$ cat src/rtl/core/fvts_pkg.sv
// ----------------------------------------------------------------------------
// fvts_pkg
// types and constants shared by the tone sequencer modules
// ----------------------------------------------------------------------------
package fvts_pkg;

  localparam logic [1:0] MODE_STOPPED = 2'd0;
  localparam logic [1:0] MODE_PLAYING = 2'd1;
  localparam logic [1:0] MODE_PAUSED  = 2'd2;

  localparam logic [0:0] REQ_TICK = 1'b0;
  localparam logic [0:0] REQ_LOAD = 1'b1;

  localparam logic CFG_SONG_LENGTH = 1'b0;
  localparam logic CFG_DEBOUNCE    = 1'b1;

  localparam logic [19:0] TONE_CLOCK_HZ = 20'd1000000;
  localparam int unsigned PERIOD_MAX    = 65536;
  localparam logic [15:0] RELOAD_RESET  = 16'd1000;
  localparam logic [15:0] DEBOUNCE_RESET = 16'd50;

  // controller to datapath commands
  typedef struct packed {
    logic tick;        // run tick bookkeeping and key rules
    logic fetch_rd;    // issue table read at next_event
    logic div_start;   // start divide for current voice
    logic [1:0] voice; // voice being programmed
    logic voice_wr;    // write result of divide for voice
    logic fetch_end;   // finish fetch, load delay
    logic finish;      // apply not-playing mask
  } fvts_cmd_t;

  // datapath to controller status
  typedef struct packed {
    logic need_fetch;  // playing with zero delay and event in range
    logic div_done;
  } fvts_sts_t;

endpackage

$ cat src/rtl/core/fvts_ctrl.sv
// ----------------------------------------------------------------------------
// fvts_ctrl
// sequencer for one item: tick rules, event fetch, four divides, result (a load goes straight to the result)
// ----------------------------------------------------------------------------
module fvts_ctrl import fvts_pkg::*; (
  input  logic      clk,
  input  logic      rst_n,
  input  logic      in_fire,
  input  logic      is_tick,
  input  logic      out_fire,
  input  fvts_sts_t sts,
  output fvts_cmd_t cmd,
  output logic      busy,
  output logic      out_valid
);

  typedef enum logic [6:0] {
    ST_IDLE  = 7'b0000001,
    ST_TICK  = 7'b0000010,
    ST_READ  = 7'b0000100,
    ST_DIVGO = 7'b0001000,
    ST_DIVW  = 7'b0010000,
    ST_FIN   = 7'b0100000,
    ST_OUT   = 7'b1000000
  } state_t;

  state_t      state_r, state_nxt;
  logic [1:0]  voice_r, voice_nxt;

  always_comb begin
    state_nxt = state_r;
    voice_nxt = voice_r;
    cmd       = '0;
    cmd.voice = voice_r;
    case (state_r)
      ST_IDLE: begin
        if (in_fire) state_nxt = is_tick ? ST_TICK : ST_OUT;
      end
      ST_TICK: begin
        cmd.tick  = 1'b1;
        state_nxt = ST_READ;
      end
      ST_READ: begin
        if (sts.need_fetch) begin
          cmd.fetch_rd = 1'b1;
          voice_nxt    = 2'd0;
          state_nxt    = ST_DIVGO;
        end else begin
          state_nxt = ST_FIN;
        end
      end
      ST_DIVGO: begin
        cmd.div_start = 1'b1;
        state_nxt     = ST_DIVW;
      end
      ST_DIVW: begin
        if (sts.div_done) begin
          cmd.voice_wr = 1'b1;
          voice_nxt    = voice_r + 2'd1;
          if (voice_r == 2'd3) begin
            cmd.fetch_end = 1'b1;
            state_nxt     = ST_FIN;
          end else begin
            state_nxt = ST_DIVGO;
          end
        end
      end
      ST_FIN: begin
        cmd.finish = 1'b1;
        state_nxt  = ST_OUT;
      end
      ST_OUT: begin
        if (out_fire) state_nxt = ST_IDLE;
      end
      default: state_nxt = ST_IDLE;
    endcase
  end

  always_ff @(posedge clk) begin
    if (!rst_n) begin
      state_r <= ST_IDLE;
      voice_r <= 2'd0;
    end else begin
      state_r <= state_nxt;
      voice_r <= voice_nxt;
    end
  end

  assign busy      = (state_r != ST_IDLE);
  assign out_valid = (state_r == ST_OUT);

`ifndef SYNTHESIS
  a_voice_wr_in_div: assert property (@(posedge clk) disable iff (!rst_n)
    cmd.voice_wr |-> state_r == ST_DIVW) else $error("voice write outside divide");
  a_fetch_after_tick: assert property (@(posedge clk) disable iff (!rst_n)
    cmd.fetch_rd |-> $past(cmd.tick)) else $error("fetch not after tick");
  a_out_holds: assert property (@(posedge clk) disable iff (!rst_n)
    (out_valid && !out_fire) |=> out_valid) else $error("result dropped");
`endif

endmodule

$ cat config.mk
export PLATFORM = sky130hd
export DESIGN_NAME = fvts_ctrl
export DESIGN_NICKNAME = d
export VERILOG_FILES = /design/src/rtl/core/fvts_pkg.sv /design/src/rtl/core/fvts_ctrl.sv
export SDC_FILE = /design/constraint.sdc
export NUM_CORES = 1
export LEC_CHECK = 0
export BUFFER_PORTS_ARGS = -buffer_cell sky130_fd_sc_hd__buf_4
export CORE_MARGIN = 4
export CORE_UTILIZATION = 30
export DETAILED_ROUTE_END_ITERATION = 10
export PLACE_DENSITY = 0.65
export SLEW_MARGIN = 10
export SYNTH_ARGS = -nofsm -noshare
export SYNTH_HDL_FRONTEND = slang
export SYNTH_SLANG_ARGS = --single-unit
$ cat constraint.sdc
create_clock -name clk -period 1.8 [get_ports clk]
set_clock_uncertainty 0.2 [all_clocks]
set_input_delay 0.18 -clock clk [delete_from_list [all_inputs] [get_ports clk]]
set_output_delay 0.18 -clock clk [all_outputs]
set_load 0.005 [all_outputs]
==> results_dict.tcl, run 1 <==
set metrics [dict create \
    outcome "finished, violations left" \
    violations "negative setup slack" \
    leakagePower_nw 0.431 \
    critPathMaxStageDelay_ns 0.56 \
    post-place-ws_ns 0.0246 \
    grt_pass1_wl_mm 2.87 \
    rsz0062_at_grt "yes" \
    cts.sink_count 9 \
    internal-power_mw 0.387 \
    wl_met2_um 897 \
    ys_types 36 \
    final_cell_mix "buf_4, nor2_1, dfxtp_1" \
    cts-root-buf "clkbuf_4" \
    yosysTopAreaCell "dfxtp_1" \
    place_congestion 0.816 \
    wl_met1_um 797 \
    die_area_um2 2680 \
    tightest_slew_ns 0.272 \
    p_total_mw 0.553 \
    top_layer "met4" \
    yosysSeqAreaShare_pct 31.4 \
    path_cells "or4_4 -> or3_4 -> buf_4" \
    synthArstFlopShare_pct 0 \
    hold_path.class "in2reg" \
    slew_headroom_pct 81.6 \
    placed_cell_area_um2 763 \
    whs_ns 0.0553 \
    grt-ovfl-total 0 \
    finalWorstSetupSlack_ns -0.210 \
    avgSynthCellArea_um2 8.45 \
    worst_path_max_delay_cell "or4_4" \
    crit_buf_inv 1 \
    routedWlPerCell_um 13.9 \
    grt_max_degree 10 \
    slew_violations 0 \
    worstPathRequired_ns 1.42 \
    p_clk_share_pct 30.5 \
    die_y_um 51.8 \
    grt_antenna_before_repair 0 \
    port_buffers 16 \
    clock_latency_ns 0.27 \
    setup_viol 10 \
    syn_nets 76 \
    synth_seq_cells 9 \
    area_growth_pct 77.6 \
    hold-path-cell-count 4 \
    wirelength_mm 1.86 \
    rows 15 \
    final_cells 134 \
    worst_ep_arrival_time_ns 1.63 \
    layout.nets 118 \
    via_per_inst 5.18 \
    crit_cells 3 \
    fmax_mhz 498 \
    peakVddDrop_mv 0.371 \
    grtUsageTotal_pct 14.7 \
    cp_max_fo 4 \
    via_count 694 \
    initial_utilization_pct 32.6 \
    firstDrtPassIters 4 \
    placed_cells_incl_taps 114 \
    die_w_um 51.8 \
    sw_frac_of_total_pct 30.1 \
    power_switching_mw 0.167 \
    place_hpwl_mm 1.22 \
    cts_buffer_depth 2 \
    critPathLaunchType "register" \
    tritoncts "done" \
    p_per_area_nw_per_um2 543 \
    reg2reg_depth 5 \
    cts.clk_slew.worst_paths_ns 0.07 \
    numCtsBuffers 3 \
    grt_pass1_vias 669 \
    period_share_pct 112 \
    crit_type "reg2out" \
    hold_viol 0 \
    ys.flop_type "dfxtp_1" \
    synth-edff-count 0 \
    critPathTopFamily "simple AND/OR/NAND/NOR gates" \
    ios 17 \
    layout-drive-gt1-share_pct 54.1 \
    cap_violations 0 \
    fin_tns_setup_ns -0.967 \
    drtIter0Drc 12 \
    seqPwrFrac_pct 38.7 \
    synth_top_area_share_pct 31.4 \
    synth_area_um2 574 \
    min_period_ns 2.01 \
    drc 0 \
    endpoint_kind "output pin" \
    met3_wirelength_um 136 \
    synth_area_leaders "dfxtp_1, nor2_1, nor4b_1" \
    postSynthCellCount 68 \
    final_common_cell "buf_4" \
    core_area_um2 1760 \
    stdcell_area_um2 1020 \
    n_antenna_cell 0 \
    yosysWarningCount 0 \
    comb_power_share_pct 30.8 \
    utilization_pct 57.8 \
    ctsHtreeMaxLevel 1 \
    ant_nets 0 \
]
[metal layers]
metal | up-vias | track usage [%]
li1 | 343 | -
met4 | 0 | 5.68
met2 | 24 | 24.2
met3 | 4 | 6.30
met5 | - | 0
met1 | 323 | 16.6
[cells in the mapped netlist (2+ instances only)]
cell and number:
a21boi_1 2, and2_1 2, dfxtp_1 9, inv_1 2, nand2_1 3, nand2b_1 2, nand3_1 4, nor2_1 8
nor3_1 5, nor3b_1 2, nor4b_1 3, o21a_1 2
[final cells by class]
class	instances	area (µm²)
Multi-Input combinational cell	55	452
Clock buffer	4	26.3
Inverter	2	7.51
Fill cell	177	744
Tap cell	25	31.3
Timing Repair Buffer	39	315
Sequential cell	9	188
[power groups by stage]
stage	registers, mW	clock network, mW	logic [mW]
after CTS	0.217	0.169	0.133
final	0.214	0.169	0.171
after floorplan	0.215	0	0.0677
after global placement	0.219	0	0.113
after global routing	0.214	0.182	0.188
after detailed placement	0.219	0	0.114
[registers in the layout, summed over array words and instances, names as in the netlist]
name,flops
state_r,7
voice_r,2
[final timing paths]
path | startpoint | to | slack [ns]
worst max-delay path | state_r[6] | busy | -0.21
worst min-delay path | sts[1] | state_r[5] | 0.06
worst max register to register | state_r[6] | state_r[6] | -0.14
worst min register to register | voice_r[1] | voice_r[1] | 0.32
[logic make-up (layout without fill, tap and decap cells)]
logic type,after synthesis,count (layout),share of synthesized area [%]
flip-flops,9,9,31.4
buffers and inverters,4,45,3.92
AND/OR/NAND/NOR,39,39,41.8
AO/OA/AOI/OAI,14,14,19.2
XOR/XNOR,1,1,1.53
adder cells (fa/ha/maj),1,1,2.18
[what timing repair did]
item	4_1_cts	5_1_grt
setup endpoints to repair	7	11
resized for setup	14	14
hold buffers	3	0
buffers inserted	3	10
hold endpoints to repair	3	0
pin swaps	3	7
[worst register-to-register path, stage by stage, from the launching register on]
cell	delay [ns]
dfxtp_1	0.31
or4_4	0.56
buf_4	0.16
o41a_1	0.35
and2_1	0.16
o31a_1	0.09
Power figures use the tool's default switching activity.
==> run 2: changes to the inputs <==
CTS_CLUSTER_DIAMETER = 150   (was unset)
PLACE_DENSITY = unset   (was 0.65)
==> run 2 against run 1 <==
Critical endpoint unchanged. Fmax down 1.0%. Largest cell class unchanged. Die area is the same. Power is 4.3% higher. Highest routed layer unchanged. The run still ends with negative setup slack left. Critical path depth unchanged.
==> results_dict.tcl, run 2 (synthesized netlist as in run 1, its figures left out) <==
set metrics [dict create \
    outcome "finished, violations left" \
    violations "negative setup slack" \
    cts.clk_slew.worst_paths_ns 0.07 \
    tightest_slew_ns 0.294 \
    clock_latency_ns 0.28 \
    drtIter0Drc 23 \
    ant_nets 0 \
    layout-drive-gt1-share_pct 52.9 \
    rrSetupSlack_ns -0.06 \
    worst_path_max_delay_cell "or4_4" \
    r2r-end "state_r[6]" \
    stdcell_area_um2 1000 \
    initial_utilization_pct 32.6 \
    hold_path.class "in2reg" \
    reg2reg_depth 5 \
    grt_max_degree 10 \
    critPathMaxStageDelay_ns 0.57 \
    finalWorstSetupSlack_ns -0.231 \
    worstPathRequired_ns 1.42 \
    grt_antenna_before_repair 0 \
    period_share_pct 113 \
    cp_max_fo 4 \
    final_cells 129 \
    numCtsBuffers 3 \
    peakVddDrop_mv 0.313 \
    ctsHtreeMaxLevel 1 \
    wirelength_mm 2.00 \
    slew_headroom_pct 80.1 \
    p_per_area_nw_per_um2 574 \
    slew_violations 0 \
    grtUsageTotal_pct 14.1 \
    layout.nets 113 \
    grt-ovfl-total 0 \
    crit_type "reg2out" \
    via_per_inst 5.65 \
    regMostFlops "state_r" \
    die_w_um 51.8 \
    rsz0062_at_grt "yes" \
    cap_violations 0 \
    routedWlPerCell_um 15.5 \
    tritoncts "done" \
    hold_end "state_r[4]" \
    n_antenna_cell 0 \
    die_y_um 51.8 \
    largestRegisters "state_r x7, voice_r x2" \
    cts.sink_count 9 \
    firstDrtPassIters 7 \
    cts_buffer_depth 2 \
    cts-root-buf "clkbuf_4" \
    grt_pass1_wl_mm 2.80 \
    die_area_um2 2680 \
    utilization_pct 57.0 \
    hp-start "sts[0]" \
    area_growth_pct 74.9 \
    path_cells "or4_4 -> or3_4 -> buf_6" \
    core_area_um2 1760 \
    fmax_mhz 492 \
    endpoint_kind "output pin" \
    setup_viol 6 \
    drc 0 \
    ios 17 \
    hold-path-cell-count 3 \
    critPathTopFamily "simple AND/OR/NAND/NOR gates" \
    hold_viol 0 \
    final_common_cell "buf_4" \
    port_buffers 16 \
    final_cell_mix "buf_4, dfxtp_1, nor2_1, buf_6" \
    place_congestion 0.778 \
    placed_cell_area_um2 756 \
    critPathLaunchType "register" \
    rows 15 \
    min_period_ns 2.03 \
    crit_buf_inv 1 \
    via_count 729 \
    grt_pass1_vias 670 \
    largest_reg_flops 7 \
    leakagePower_nw 0.412 \
    place_hpwl_mm 1.14 \
    worst_ep_arrival_time_ns 1.65 \
    placed_cells_incl_taps 113 \
    timing.rr.start "state_r[6]" \
]
run 2: worst min-delay path: stages:
cell and delay, ns:
buf_4 0.10, nor3_1 0.05, o21a_1 0.15
run 2: metal layers:
| metal | global-route usage [%] | vias up | share of wire [%] |
|---|---|---|---|
| met2 | 25.4 | 47 | 52 |
| met4 | 2.62 | 0 | 0.70 |
| met5 | 0 | - | 0 |
| met1 | 15.2 | 345 | 40 |
| li1 | - | 333 | - |
| met3 | 6.30 | 4 | 7.1 |
run 2: worst max-delay path by stage:
stage,cells past startpoint,to,startpoint
floorplan,5,state_r[6],state_r[4]
global placement,4,state_r[6],state_r[6]
finish,3,busy,state_r[6]
global route,3,busy,state_r[6]
detailed placement,4,state_r[6],state_r[6]
CTS,3,cmd[5],state_r[6]
run 2: metrics by stage:
stage	total power [mW]	hold WS (ns)	setup TNS, ns	setup WS [ns]
floorplan	0.283	0.0977	-0.000831	-0.000831
global placement	0.331	0.236	0	0.0489
detailed placement	0.331	0.237	0	0.0222
CTS	0.525	0.0562	-0.572	-0.222
global route	0.603	0.0720	-1.01	-0.268
finish	0.577	0.0531	-0.682	-0.231
run 2: where the power goes:
part	switching (mW)	internal, mW
logic	0.0892	0.0996
clock network	0.0865	0.0861
registers	0.00828	0.207
total	0.184	0.393
run 2: layout make-up:
cell class	instances	area, µm²
repair buffers	34	285
fillers	157	759
multi-input cells	55	470
flip-flops and latches	9	184
well taps	25	31.3
inverters	2	7.51
clock buffers	4	26.3
run 2: timing repair:
action / CTS / global route
cloned: 0 / 0
endpoints found under the hold margin: 3 / 0
setup buffers: 3 / 6
setup endpoints to repair: 8 / 11
resized for setup: 10 / 21
pin swaps: 3 / 7
hold buffers: 3 / 0
==> run 3: changes to the inputs <==
CELL_PAD_IN_SITES_DETAIL_PLACEMENT = 1   (was unset)
CELL_PAD_IN_SITES_GLOBAL_PLACEMENT = 1   (was unset)
PLACE_DENSITY_LB_ADDON = 0.1   (was unset)
==> run 3 against run 2 <==
Combinational power decreased by 16%. The flow still finishes with violations (negative setup slack). Non-clock buffer count increased by 3. Sequential cell count unchanged. Global-route usage increased by 1.6 points. Worst setup slack improved by 0.029 ns. Wire length decreased by 2.0%. Fmax increased by 1.4%. Critical path depth unchanged. Die area unchanged. Design area decreased by 0.37%. Power decreased by 8.2%. Sequential power about the same. Critical path type unchanged.
==> results_dict.tcl, run 3 (synthesized netlist as in run 1, its figures left out) <==
set metrics [dict create \
    cts.sink_count 9 \
    place_congestion 0.756 \
    ant_nets 0 \
    die_area_um2 2680 \
    firstDrtPassIters 2 \
    die_w_um 51.8 \
    worst_ep_arrival_time_ns 1.62 \
    grt_pass1_wl_mm 3.17 \
    largestRegisters "state_r x7, voice_r x2" \
    reg2reg_depth 5 \
    utilization_pct 56.7 \
    p_total_mw 0.530 \
    setup_viol 7 \
    fin_tns_setup_ns -0.860 \
    routedWlPerCell_um 14.8 \
    cts_buffer_depth 2 \
    endpoint_kind "output pin" \
    layout-drive-gt1-share_pct 53.3 \
    numCtsBuffers 3 \
    via_per_inst 5.23 \
    rows 15 \
    cts.clk_slew.worst_paths_ns 0.06 \
    rrSetupSlack_ns -0.15 \
    p_per_area_nw_per_um2 529 \
    slew_violations 0 \
    area_growth_pct 74.3 \
    fillers 218 \
    final_common_cell "buf_4" \
    tritoncts "done" \
    peakVddDrop_mv 0.290 \
    ios 17 \
    finalWorstSetupSlack_ns -0.202 \
    outcome "finished, violations left" \
    worstPathRequired_ns 1.42 \
    cts-root-buf "clkbuf_4" \
    layout.nets 116 \
    largest_reg_flops 7 \
    via_count 691 \
    rsz0062_at_grt "yes" \
    hold-path-cell-count 4 \
    grt_max_degree 10 \
    hold_viol 0 \
    critPathLaunchType "register" \
    violations "negative setup slack" \
    fmax_mhz 500 \
    grtUsageTotal_pct 15.7 \
    cp_max_fo 4 \
    port_buffers 16 \
    grt-ovfl-total 0 \
    hold_path.class "in2reg" \
    wirelength_mm 1.96 \
    period_share_pct 111 \
    n_antenna_cell 0 \
    place_hpwl_mm 1.41 \
    drtIter0Drc 3 \
    leakagePower_nw 0.424 \
    min_period_ns 2.00 \
    tightest_slew_ns 0.280 \
    final_cell_mix "buf_4, nor2_1, buf_6, dfxtp_1, dfxtp_2" \
    grt_antenna_before_repair 0 \
    die_y_um 51.8 \
    regMostFlops "state_r" \
    whs_ns 0.0779 \
    cap_violations 0 \
    drc 0 \
    clock_latency_ns 0.25 \
    core_area_um2 1760 \
    slew_headroom_pct 81.1 \
    initial_utilization_pct 32.6 \
    ctsHtreeMaxLevel 1 \
    grt_pass1_vias 708 \
    crit_type "reg2out" \
]
==> run 3: path summary, 6_finish.rpt <==
| path | start | end |
|---|---|---|
| setup reg to reg | state_r[2] | state_r[6] |
| hold / removal | sts[1] | state_r[5] |
| hold reg to reg | voice_r[1] | voice_r[1] |
| setup / recovery | state_r[2] | busy |
==> run 3: layout make-up <==
class | count | area (µm²) | share of cell area (%)
clock buffers | 4 | 26.3 | 2.63
inverters | 2 | 7.51 | 0.750
multi-input cells | 55 | 447 | 44.6
flip-flops and latches | 9 | 185 | 18.5
well taps | 25 | 31.3 | 3.13
repair buffers | 37 | 304 | 30.4
==> run 3: metrics by stage <==
step	instance area, µm²	instances	worst slack [ns]
floorplan	574	68	-0.000831
global placement	771	115	0.0357
detailed placement	771	115	0.0123
CTS	905	126	-0.210
global route	1000	132	-0.259
finish	1000	132	-0.202
==> run 3: power breakdown <==
group	switching (mW)	internal, mW
logic	0.0759	0.0825
registers	0.0112	0.206
clock network	0.0689	0.0853
total	0.156	0.374
==> run 3: critical path, stage by stage (launching register included) <==
cell and delay, ns:
dfxtp_2 0.33, or4_4 0.55, or3_4 0.36, buf_6 0.13
==> run 3: repair_timing <==
item | in CTS | in global routing
pin swaps | 2 | 4
gates resized for setup | 13 | 14
buffers inserted | 4 | 6
hold buffers | 3 | 0
endpoints found under the setup margin | 8 | 12
hold endpoints to repair | 3 | 0
gates cloned | 0 | 0
==> run 3: routing by layer <==
| layer | global-route usage [%] | up-vias | share of wire [%] |
|---|---|---|---|
| met3 | 3.44 | 2 | 2.5 |
| met5 | 0 | - | 0 |
| li1 | - | 336 | - |
| met4 | 3.93 | 0 | 0.61 |
| met1 | 19.3 | 339 | 44 |
| met2 | 27.5 | 14 | 53 |
